[src/hw/rtl/assert_macros.svh]
// ----------------------------------------------------------------------------
// assert_macros.svh
// Assertion macros shared by the priority table RTL.
// ----------------------------------------------------------------------------
`ifndef ASSERT_MACROS_SVH
`define ASSERT_MACROS_SVH

`ifndef ASSERT_OFF
// Implication checked on every rising edge outside reset.
`define ASSERT_CLKD(lbl, clk, rstn, prop) \
  lbl: assert property (@(posedge clk) disable iff (!rstn) prop) \
    else $error("assertion failed");
// Condition that must never be true outside reset.
`define ASSERT_NEVER(lbl, clk, rstn, cond) \
  lbl: assert property (@(posedge clk) disable iff (!rstn) !(cond)) \
    else $error("forbidden condition seen");
`else
`define ASSERT_CLKD(lbl, clk, rstn, prop)
`define ASSERT_NEVER(lbl, clk, rstn, cond)
`endif

`endif

[src/hw/rtl/ptp_pkg.sv]
`timescale 1ns / 1ps
// ----------------------------------------------------------------------------
// ptp_pkg
// Shared types and constants of the priority table with promote.
// ----------------------------------------------------------------------------
package ptp_pkg;

  localparam int unsigned CAPACITY_DEF   = 64;
  localparam int unsigned VALUE_BITS_DEF = 32;

  typedef enum logic [2:0] {
    OP_ADD     = 3'd0,
    OP_PROMOTE = 3'd1,
    OP_PEEK    = 3'd2,
    OP_POP     = 3'd3,
    OP_LOOKUP  = 3'd4
  } op_t;

  typedef enum logic [1:0] {
    ST_OK      = 2'd0,
    ST_FULL    = 2'd1,
    ST_UNKNOWN = 2'd2,
    ST_EMPTY   = 2'd3
  } status_t;

  typedef enum logic [1:0] {
    S_IDLE,
    S_SCAN,
    S_DRAIN,
    S_FINISH
  } state_t;

  // Controller to datapath commands.
  typedef struct packed {
    logic load;
    logic scan;
    logic finish;
  } cmd_t;

  // Datapath to controller status.
  typedef struct packed {
    logic scan_last;
  } sts_t;

endpackage

[src/hw/rtl/ptp_ctrl.sv]
`timescale 1ns / 1ps
// ----------------------------------------------------------------------------
// ptp_ctrl
// Sequencer for one operation: load, slot scan, drain, finish.
// ----------------------------------------------------------------------------
`include "assert_macros.svh"

module ptp_ctrl (
  input  logic          clk,
  input  logic          rst_n,
  input  logic          start,
  output logic          busy,
  output ptp_pkg::cmd_t cmd,
  input  ptp_pkg::sts_t sts
);

  ptp_pkg::state_t state_r;
  ptp_pkg::state_t state_nxt;

  always_ff @(posedge clk) begin
    if (!rst_n) begin
      state_r <= ptp_pkg::S_IDLE;
    end else begin
      state_r <= state_nxt;
    end
  end

  always_comb begin
    state_nxt  = state_r;
    cmd        = '0;
    busy       = 1'b1;
    unique case (state_r)
      ptp_pkg::S_IDLE: begin
        busy = 1'b0;
        if (start) begin
          cmd.load  = 1'b1;
          state_nxt = ptp_pkg::S_SCAN;
        end
      end
      ptp_pkg::S_SCAN: begin
        cmd.scan = 1'b1;
        if (sts.scan_last) begin
          state_nxt = ptp_pkg::S_DRAIN;
        end
      end
      ptp_pkg::S_DRAIN: begin
        state_nxt = ptp_pkg::S_FINISH;
      end
      ptp_pkg::S_FINISH: begin
        cmd.finish = 1'b1;
        state_nxt  = ptp_pkg::S_IDLE;
      end
      default: begin
        state_nxt = ptp_pkg::S_IDLE;
      end
    endcase
  end

  `ASSERT_CLKD(a_start_enters_scan, clk, rst_n,
    (state_r == ptp_pkg::S_IDLE && start) |=> (state_r == ptp_pkg::S_SCAN))
  `ASSERT_CLKD(a_finish_returns_idle, clk, rst_n,
    (state_r == ptp_pkg::S_FINISH) |=> (state_r == ptp_pkg::S_IDLE && !busy))

endmodule

[config.mk]
export PLATFORM = sky130hd
export DESIGN_NAME = ptp_ctrl
export DESIGN_NICKNAME = d
export VERILOG_FILES = /design/src/hw/rtl/ptp_pkg.sv /design/src/hw/rtl/ptp_ctrl.sv
export VERILOG_INCLUDE_DIRS = /design/src /design/src/hw/rtl
export SDC_FILE = /design/constraint.sdc
export NUM_CORES = 1
export LEC_CHECK = 0
export BUFFER_PORTS_ARGS = -buffer_cell sky130_fd_sc_hd__buf_2
export CORE_AREA = 2 2 39 41
export CTS_CLUSTER_DIAMETER = 80
export DETAILED_ROUTE_END_ITERATION = 6
export DIE_AREA = 0 0 41 43
export GPL_TIMING_DRIVEN = 0
export HOLD_SLACK_MARGIN = 0.03
export PLACE_DENSITY_LB_ADDON = 0.1
export SYNTH_ARGS = -nofsm -noshare
export SYNTH_HDL_FRONTEND = slang
export SYNTH_SLANG_ARGS = --single-unit
[constraint.sdc]
create_clock -name clk -period 2.8 [get_ports clk]
set_clock_uncertainty 0.15 [all_clocks]
set_input_delay 0.42 -clock clk [delete_from_list [all_inputs] [get_ports clk]]
set_output_delay 0.42 -clock clk [all_outputs]
set_load 0.02 [all_outputs]
* After elaboration in Yosys (flattened, before gate mapping) *
Cells that the tools add are included.

word-level totals
  memories kept = 0
  output and inout bits = 4
  latch bits = 0
  bits in read-only memories = 0
  bits in writable memories = 0
  input port bits = 4
  logic and storage cells = 16
  register bits = 2

cells by class
  shift operators = 0
  muxes and demuxes = 8
  magnitude comparators = 0
  add/subtract/negate cells = 0
  reduce and logical (&&, ||, !) cells = 2
  multiply operators = 0
  divide/modulo/power cells = 0
  bitwise gates (word level) = 0
  equality and inequality tests = 5

operator list
  kind                                                              number
  2-bit case mux with 4 select lines                                1
  1-bit two-way mux                                                 5
  2-bit == test (second input constant)                             2
  2-bit two-way mux                                                 2
  2-bit != test (second input constant)                             2
  2-bit by 1-bit == test with 1-bit output (second input constant)  1
  2-bit logical NOT                                                 1
  2-bit AND reduction                                               1

* Logic depth before layout (Yosys ltp) *
Gate-level depths: netlist of the first run.

  depth after elaboration = 3
  gate-level depth with buffers = 5
  gate-level depth less buffers = 5

* Worst setup path after synthesis of the first run *
Ideal clock, no wire load.

  kind = register to output
  from = reg state_r[0]
  to = out cmd[2] (netlist bit)
  buffers on the path = 0
  arrival = 0.843 ns
  path slack = 1.387 ns
  cell stages (with the launch flop) = 4
  required time = 2.230 ns
  cells stage by stage = dfxtp_1 inv_1 ha_1 and2_2

RTL lines
  item                      RTL line        source
  start: declaration        ptp_ctrl.sv:17  ptp_pkg::state_t state_r;
  start signal: assignment  ptp_ctrl.sv:22  state_r <= ptp_pkg::S_IDLE;
  start signal: assignment  ptp_ctrl.sv:24  state_r <= state_nxt;
  end: declaration          ptp_ctrl.sv:13  output ptp_pkg::cmd_t cmd,

==> results.json, run 1 <==
{
  "outcome": "finished clean",
  "critPathKind": "reg -> out",
  "grt_max_degree": 5,
  "clock_path_buffers": 2,
  "rows": 14,
  "first_pass_iters": 2,
  "static-leakage-power_nw": 0.134,
  "drc": 0,
  "critPathCaptureType": "output pin",
  "cts-resized-gates": 0,
  "rrSetupSlack_ns": 1.48,
  "grt_use_total": 0.0460,
  "final_common_cell": "buf_2",
  "wl_per_cell_um": 7.80,
  "grt_pass1_vias": 145,
  "grt_pass1_wl_um": 531,
  "die_area_sq_um": 1760,
  "r2r_cells": 5,
  "antenna-diode-count": 0,
  "routed_wl_um": 351,
  "hold_viol_final": 0,
  "yosys_warnings": 0,
  "relSlewSlack": 0.869,
  "avgSynthCellArea_sq_um": 9.15,
  "period_share": 0.650,
  "largest-register": "state_r",
  "layout_common_cells": "buf_2, ha_1, inv_1, nand2_1, clkbuf_4",
  "fin_hold_ws_ns": 0.335,
  "hold_depth": 3,
  "synth.yosys.seq_area_share": 0.230,
  "die_h_um": 43,
  "p_per_area_nw_per_um2": 1080,
  "top_regs": "state_r x2",
  "fillers": 162,
  "cts.clk_slew.worst_paths_ns": 0.03,
  "slowest_stage": "dfxtp_1",
  "synthesis.nets": 28,
  "antenna_found_initial": 0,
  "synth-seq-cells": 2,
  "largest_register_ffs": 2,
  "fin_setup_tns_ns": 0,
  "clkLatencyLatePin_ns": 0.22,
  "core_area_sq_um": 1380,
  "post_cts_buffers": 0,
  "crit_arrival_ns": 1.25,
  "overflow": 0,
  "cts_buffers": 3,
  "min-delay-start": "rst_n",
  "max_stage_delay_ns": 0.38,
  "setup_viol": 0,
  "fin_crit_ns": 1.82,
  "io_pins": 8,
  "cts_hold_buf": 0,
  "ir_worst_vdd_mv": 0.144,
  "fmax_mhz": 549,
  "crit_chain": "inv_1 > ha_1 > and2_2 > buf_2",
  "routed_via_density": 3.42,
  "synthCells": 19,
  "r2r_start": "state_r[0]",
  "vias": 154,
  "start_kind": "flop",
  "htreeDepth": 1,
  "cts_tree": "built",
  "cts_root_buffer": "clkbuf_4",
  "min_to": "state_r[1]",
  "ys_types": 9,
  "die_width_um": 41,
  "rsz0062_at_grt": "false",
  "detail-route-antenna-nets": 0,
  "port_buffers": 7,
  "maxSlewViolCount": 0,
  "max-cap-violations": 0,
  "netlist_area_sq_um": 174,
  "place_congestion": 0.721,
  "worstMarginPinSlew_ns": 0.197,
  "cp_max_fo": 4,
  "holdCritPathClass": "in -> reg",
  "drive_gt1_frac": 0.448,
  "fin_nets": 40,
  "drt_iter0_drc": 2,
  "place_hpwl_um": 290,
  "cp.required_ns": 2.23,
  "timing.rr.end": "state_r[0]",
  "clkSinkCount": 2,
  "initial_utilization": 0.126,
  "area_delta_synth_final_pct": 44.6
}
[critical path, delay by kind of cell, from the launching register on]
family                     cells  cell delay, ns
and+or+nand+nor                1            0.17
buffers and inverters          2            0.25
adders and majority gates      1            0.23
DFF                            1            0.38
[per-stage QoR]
stage                     std cells  worst slack [ns]  area [sq um]  utilization  power [mW]
after floorplan                  19              1.39           174            -       0.172
final                            45             0.979           251        0.182       0.273
after detailed placement         42              1.18           229        0.165       0.217
after CTS                        45             0.941           251        0.182       0.282
after global placement           42              1.19           229        0.165       0.215
after global routing             45             0.894           251        0.182       0.302
[per-layer routing]
layer,up-vias,global-route usage,share of wire
met3,0,0.0314,0.094
li1,80,-,-
met5,-,0,0
met4,0,0.0200,0
met1,68,0.0541,0.49
met2,6,0.0625,0.42
[power by group]
group | leakage [nW] | internal (mW) | switching (mW) | total, mW
Sequential | 0.0165 | 0.0421 | 0.0161 | 0.0581
Combinational | 0.103 | 0.0618 | 0.0906 | 0.152
Clock | 0.0138 | 0.0472 | 0.0149 | 0.0620
Total | 0.134 | 0.151 | 0.122 | 0.273
[worst max-delay path by stage]
stage,start,endpoint,slack [ns]
global placement,state_r[0],cmd[2],1.19
floorplan,state_r[0],cmd[2],1.39
finish,state_r[0],cmd[2],0.98
global route,state_r[0],cmd[2],0.89
CTS,state_r[0],cmd[2],0.94
detailed placement,state_r[0],cmd[2],1.18
[synth_stat cells]
cell type	count	area, sq um
nand2_1	3	11.3
ha_1	5	62.6
dfxtp_1	2	40.0
o22ai_2	1	12.5
and2_2	1	7.51
o21ai_0	1	5.00
inv_1	3	11.3
inv_2	1	3.75
mux2i_1	2	20.0
[final cells by class]
class | instances | area [sq um] | area share
inverters | 4 | 15.0 | 0.0597
flip-flops and latches | 2 | 40.0 | 0.159
multi-input cells | 13 | 119 | 0.473
repair buffers | 7 | 35.0 | 0.139
well taps | 16 | 20.0 | 0.0796
clock buffers | 3 | 22.5 | 0.0896
[cells by family (layout without fill, tap and decap cells)]
logic type	after synthesis	count (layout)	synth area share
adder cells (fa/ha/maj)	5	5	0.360
flip-flops	2	2	0.230
AO/OA/AOI/OAI	2	2	0.101
multiplexers	2	2	0.115
AND/OR/NAND/NOR	4	4	0.108
buffers and inverters	4	14	0.0863
Power figures use the tool's default switching activity.
==> run 2, diff against run 1 <==
- clock period: 2.8 -> 1.5 ns (I/O delays scaled with it)
==> run 2 against run 1 <==
Non-clock buffer count rose by 2. Largest cell class unchanged. Critical path type unchanged. Largest power group unchanged. Sequential power rose by 79%. Die area did not move. Sequential share of layout area rose by 0.15 points. Global-route usage rose by 0.40 points. Wire length rose by 6.0%. Clock power rose by 87%. Power rose by 110%. Hold slack got worse by 0.20 ns. Register-to-register slack got worse by 1.3 ns. Via count rose by 3.2%. Critical path depth did not move.
==> results.json, run 2 (synthesized netlist as in run 1, its figures left out) <==
{
  "period_share": 0.973,
  "fin_util": 0.203,
  "dpl_cell_area_sq_um": 229,
  "io_pins": 8,
  "vias": 159,
  "path_buf_inv": 2,
  "layout_common_cells": "buf_2, ha_1, nand2_1, clkbuf_4",
  "worstMarginPinSlew_ns": 0.206,
  "max-cap-violations": 0,
  "final_area_sq_um": 280,
  "fin_nets": 42,
  "setup_viol": 0,
  "crit_arrival_ns": 1.08,
  "overflow": 0,
  "instances_no_fill": 47,
  "critPathTopFamily": "flip-flops",
  "htreeDepth": 1,
  "die_h_um": 43,
  "topRoutingLayerUsed": "met3",
  "switching_power_mw": 0.241,
  "switching_share": 0.419,
  "wl_met2_um": 160,
  "largest-register": "state_r",
  "routed_wl_um": 372,
  "relSlewSlack": 0.863,
  "wl_per_cell_um": 7.91,
  "crit_chain": "inv_2 > ha_2 > and2_2 > buf_6",
  "cts_root_buffer": "clkbuf_4",
  "detail-route-antenna-nets": 0,
  "ir_worst_vdd_mv": 0.275,
  "first_pass_iters": 1,
  "cts.clk_slew.worst_paths_ns": 0.03,
  "fmax_mhz": 685,
  "place_inst": 42,
  "routed_via_density": 3.38,
  "die_area_sq_um": 1760,
  "final_common_cell": "buf_2",
  "cts_buffers": 3,
  "cp.required_ns": 1.12,
  "pwr-share-clk": 0.202,
  "rsz0062_at_grt": "false",
  "drt-met1-wl_um": 179,
  "drive_gt1_frac": 0.613,
  "antenna_found_initial": 0,
  "clock_path_buffers": 2,
  "critPathKind": "reg -> out",
  "outcome": "finished clean",
  "clkLatencyLatePin_ns": 0.22,
  "grt_max_degree": 5,
  "fillers": 160,
  "core_area_sq_um": 1380,
  "grt_pass1_vias": 156,
  "rows": 14,
  "grt_use_total": 0.0501,
  "fin_crit_ns": 1.46,
  "top_regs": "state_r x2",
  "multi_input_area_sq_um": 121,
  "cts_tree": "built",
  "max_stage_delay_ns": 0.34,
  "area_delta_synth_final_pct": 61.2,
  "seqCellArea_sq_um": 45.0,
  "antenna-diode-count": 0,
  "critPathCaptureType": "output pin",
  "pwr-share-seq": 0.180,
  "slowest_stage": "dfxtp_4",
  "die_width_um": 41,
  "initial_utilization": 0.126,
  "dr_wl_met3_um": 31,
  "combPwrFrac": 0.618,
  "p_int_mw": 0.335,
  "place_hpwl_um": 290,
  "fin_setup_tns_ns": 0,
  "largest_register_ffs": 2,
  "cp_max_fo": 3,
  "holdCritPathClass": "in -> reg",
  "p_per_area_nw_per_um2": 2060,
  "grt_pass1_wl_um": 586,
  "hold_viol_final": 0,
  "maxSlewViolCount": 0,
  "start_kind": "flop",
  "cts_hold_buf": 0,
  "static-leakage-power_nw": 0.145,
  "drt_iter0_drc": 0,
  "clkSinkCount": 2,
  "port_buffers": 7,
  "place_congestion": 0.721,
  "drc": 0,
  "total_power_mw": 0.576
}
-- run 2: changes by cell type in the layout (fill, tap and decap cells not counted), sizes merged --
cell / delta
buf: +2
-- run 2: what timing repair did --
item                                   4_1_cts  5_1_grt
resized for setup                            6        1
gates cloned                                 0        0
setup endpoints to repair                    2        1
buffers inserted                             2        0
endpoints found under the hold margin        0        0
-- run 2: layout make-up --
cell class | count | area share
clock buffer | 3 | 0.0804
inverter | 4 | 0.0536
multi-input combinational | 13 | 0.433
sequential | 2 | 0.161
tap | 16 | 0.0714
timing repair buffer | 9 | 0.201
-- run 2: layer usage --
| metal | vias up | track usage |
|---|---|---|
| met5 | - | 0 |
| met4 | 0 | 0.0200 |
| met3 | 0 | 0.0314 |
| met2 | 6 | 0.0719 |
| met1 | 70 | 0.0573 |
| li1 | 83 | - |
-- run 2: stage by stage --
step | hold slack [ns] | setup slack, ns
after global placement | 0.370 | 0.0889
after detailed placement | 0.370 | 0.0717
after floorplan | 0.221 | 0.215
final | 0.131 | 0.0410
after CTS | 0.129 | 0.0154
after global routing | 0.152 | 0.00854
-- run 2: power by group through the flow --
stage	Sequential, mW	Clock (mW)	Combinational [mW]
after floorplan	0.0984	0	0.223
after global placement	0.111	0	0.290
after detailed placement	0.113	0	0.292
after CTS	0.104	0.122	0.357
after global routing	0.106	0.123	0.404
final	0.104	0.116	0.356
-- run 2: worst paths after layout --
check	start	to	cells past startpoint	slack, ns
worst max register to register	state_r[1]	state_r[0]	5	0.22
worst min register to register	state_r[1]	state_r[1]	3	0.44
worst min-delay path	rst_n	state_r[1]	3	0.13
worst max-delay path	state_r[0]	cmd[2]	4	0.04
-- run 2: worst register-to-register path, stage by stage, from the launching register on --
cell     delay (ns)
dfxtp_2        0.31
inv_1          0.09
ha_2           0.19
inv_2          0.04
o22ai_2        0.22
mux2i_1        0.21
==> run 3, diff against run 2 <==
- GPL_TIMING_DRIVEN: 0 -> default
==> run 3 against run 2 <==
Clock-buffer cell count unchanged. Setup slack worse by 0.0043 ns. Non-clock buffer count unchanged. Sequential power decreased by 7%.
==> results.json, run 3 (synthesized netlist as in run 1, its figures left out) <==
{
  "outcome": "finished clean",
  "timing.rr.end": "state_r[0]",
  "cts_root_buffer": "clkbuf_4",
  "area_delta_synth_final_pct": 55.4,
  "static-leakage-power_nw": 0.143,
  "cp_max_fo": 3,
  "critPathKind": "reg -> out",
  "overflow": 0,
  "dpl_cell_area_sq_um": 244,
  "cts_buffers": 3,
  "place_congestion": 0.749,
  "max-cap-violations": 0,
  "antenna-diode-count": 0,
  "routed_wl_um": 354,
  "final_common_cell": "buf_2",
  "holdCritPathClass": "in -> reg",
  "post_cts_buffers": 0,
  "routed_via_density": 3.43,
  "clkSinkCount": 2,
  "p_per_area_nw_per_um2": 2040,
  "period_share": 0.976,
  "crit_path_start": "state_r[1]",
  "crit_arrival_ns": 1.09,
  "largest-register": "state_r",
  "cts_hold_buf": 0,
  "htreeDepth": 1,
  "vias": 161,
  "die_h_um": 43,
  "fin_setup_tns_ns": 0,
  "drive_gt1_frac": 0.613,
  "cts.clk_slew.worst_paths_ns": 0.03,
  "clkLatencyLatePin_ns": 0.22,
  "top_regs": "state_r x2",
  "fin_crit_ns": 1.46,
  "hold_viol_final": 0,
  "r2r_cells": 5,
  "final_area_sq_um": 270,
  "start_kind": "flop",
  "setup_viol": 0,
  "fmax_mhz": 683,
  "grt_use_total": 0.0461,
  "r2r_start": "state_r[0]",
  "critPathCaptureType": "output pin",
  "layout_common_cells": "buf_2, ha_1, inv_2, nand2_1, clkbuf_4",
  "rsz0062_at_grt": "false",
  "slowest_stage": "dfxtp_1",
  "cp.required_ns": 1.12,
  "relSlewSlack": 0.876,
  "initial_utilization": 0.126,
  "place_hpwl_um": 306,
  "core_area_sq_um": 1380,
  "port_buffers": 7,
  "clock_path_buffers": 2,
  "largest_register_ffs": 2,
  "grt_pass1_wl_um": 558,
  "drc": 0,
  "grt_max_degree": 5,
  "wl_per_cell_um": 7.53,
  "rrSetupSlack_ns": 0.27,
  "die_width_um": 41,
  "first_pass_iters": 1,
  "antenna_found_initial": 0,
  "ir_worst_vdd_mv": 0.293,
  "grt_pass1_vias": 163,
  "cts_tree": "built",
  "drt_iter0_drc": 0,
  "detail-route-antenna-nets": 0,
  "worstMarginPinSlew_ns": 0.186,
  "io_pins": 8,
  "crit_chain": "inv_2 > ha_2 > and2_2 > buf_2",
  "max_stage_delay_ns": 0.33,
  "fin_nets": 42,
  "rows": 14,
  "maxSlewViolCount": 0,
  "endpoint": "cmd[2]",
  "die_area_sq_um": 1760
}
run 3: cell types whose count changed in the layout (fill, tap and decap cells not counted):
cell	delta
buf_2	+1
buf_6	-1
dfxtp_1	+1
dfxtp_4	-1
inv_1	-1
inv_2	+1
run 3: worst min-delay path by stage:
| stage | startpoint | to | slack, ns | cells after the start |
|---|---|---|---|---|
| 3_3_place_gp | rst_n | state_r[1] | 0.38 | 3 |
| 5_1_grt | rst_n | state_r[0] | 0.15 | 3 |
| 6_report | rst_n | state_r[0] | 0.14 | 3 |
| 2_1_floorplan | rst_n | state_r[1] | 0.22 | 2 |
| 3_5_place_dp | rst_n | state_r[0] | 0.38 | 3 |
| 4_1_cts | rst_n | state_r[0] | 0.14 | 3 |
run 3: what timing repair did:
item	in CTS	in global routing
hold endpoints to repair	0	0
setup endpoints to repair	1	1
gates resized for setup	3	1
run 3: per-layer routing:
| layer | vias up | global-route usage | wire [um] | part of all wire |
|---|---|---|---|---|
| met5 | - | 0 | 0 | 0 |
| met4 | 0 | 0.0400 | 0 | 0 |
| met3 | 0 | 0.00524 | 35 | 0.099 |
| met2 | 6 | 0.0656 | 168 | 0.47 |
| met1 | 71 | 0.0575 | 150 | 0.42 |
| li1 | 84 | - | - | - |
run 3: critical path: cells and delay by family, from the launching register on:
family	cells	cell delay, ns
flops	1	0.33
buf+inv	2	0.21
simple gates	1	0.16
fa+ha+maj	1	0.17
run 3: layout make-up:
cell class | count | area (sq um)
clock buffer | 3 | 22.5
multi-input combinational | 13 | 121
timing repair buffer | 9 | 50.0
inverter | 4 | 15.0
fill | 159 | 1110
sequential | 2 | 41.3
tap | 16 | 20.0
run 3: where the power goes:
group | leakage (nW) | internal (mW) | switching (mW)
clock | 0.0138 | 0.0882 | 0.0294
combinational | 0.112 | 0.145 | 0.191
sequential | 0.0168 | 0.0809 | 0.0162
run 3: metrics by stage:
step	total power, mW	setup WS, ns	hold slack [ns]	std cells	utilization
3_3_place_gp	0.438	0.189	0.378	44	0.176
6_report	0.551	0.0367	0.138	47	0.195
2_1_floorplan	0.321	0.215	0.221	19	-
4_1_cts	0.563	0.00865	0.137	47	0.195
5_1_grt	0.603	0.000298	0.155	47	0.195
3_5_place_dp	0.432	0.190	0.379	44	0.176
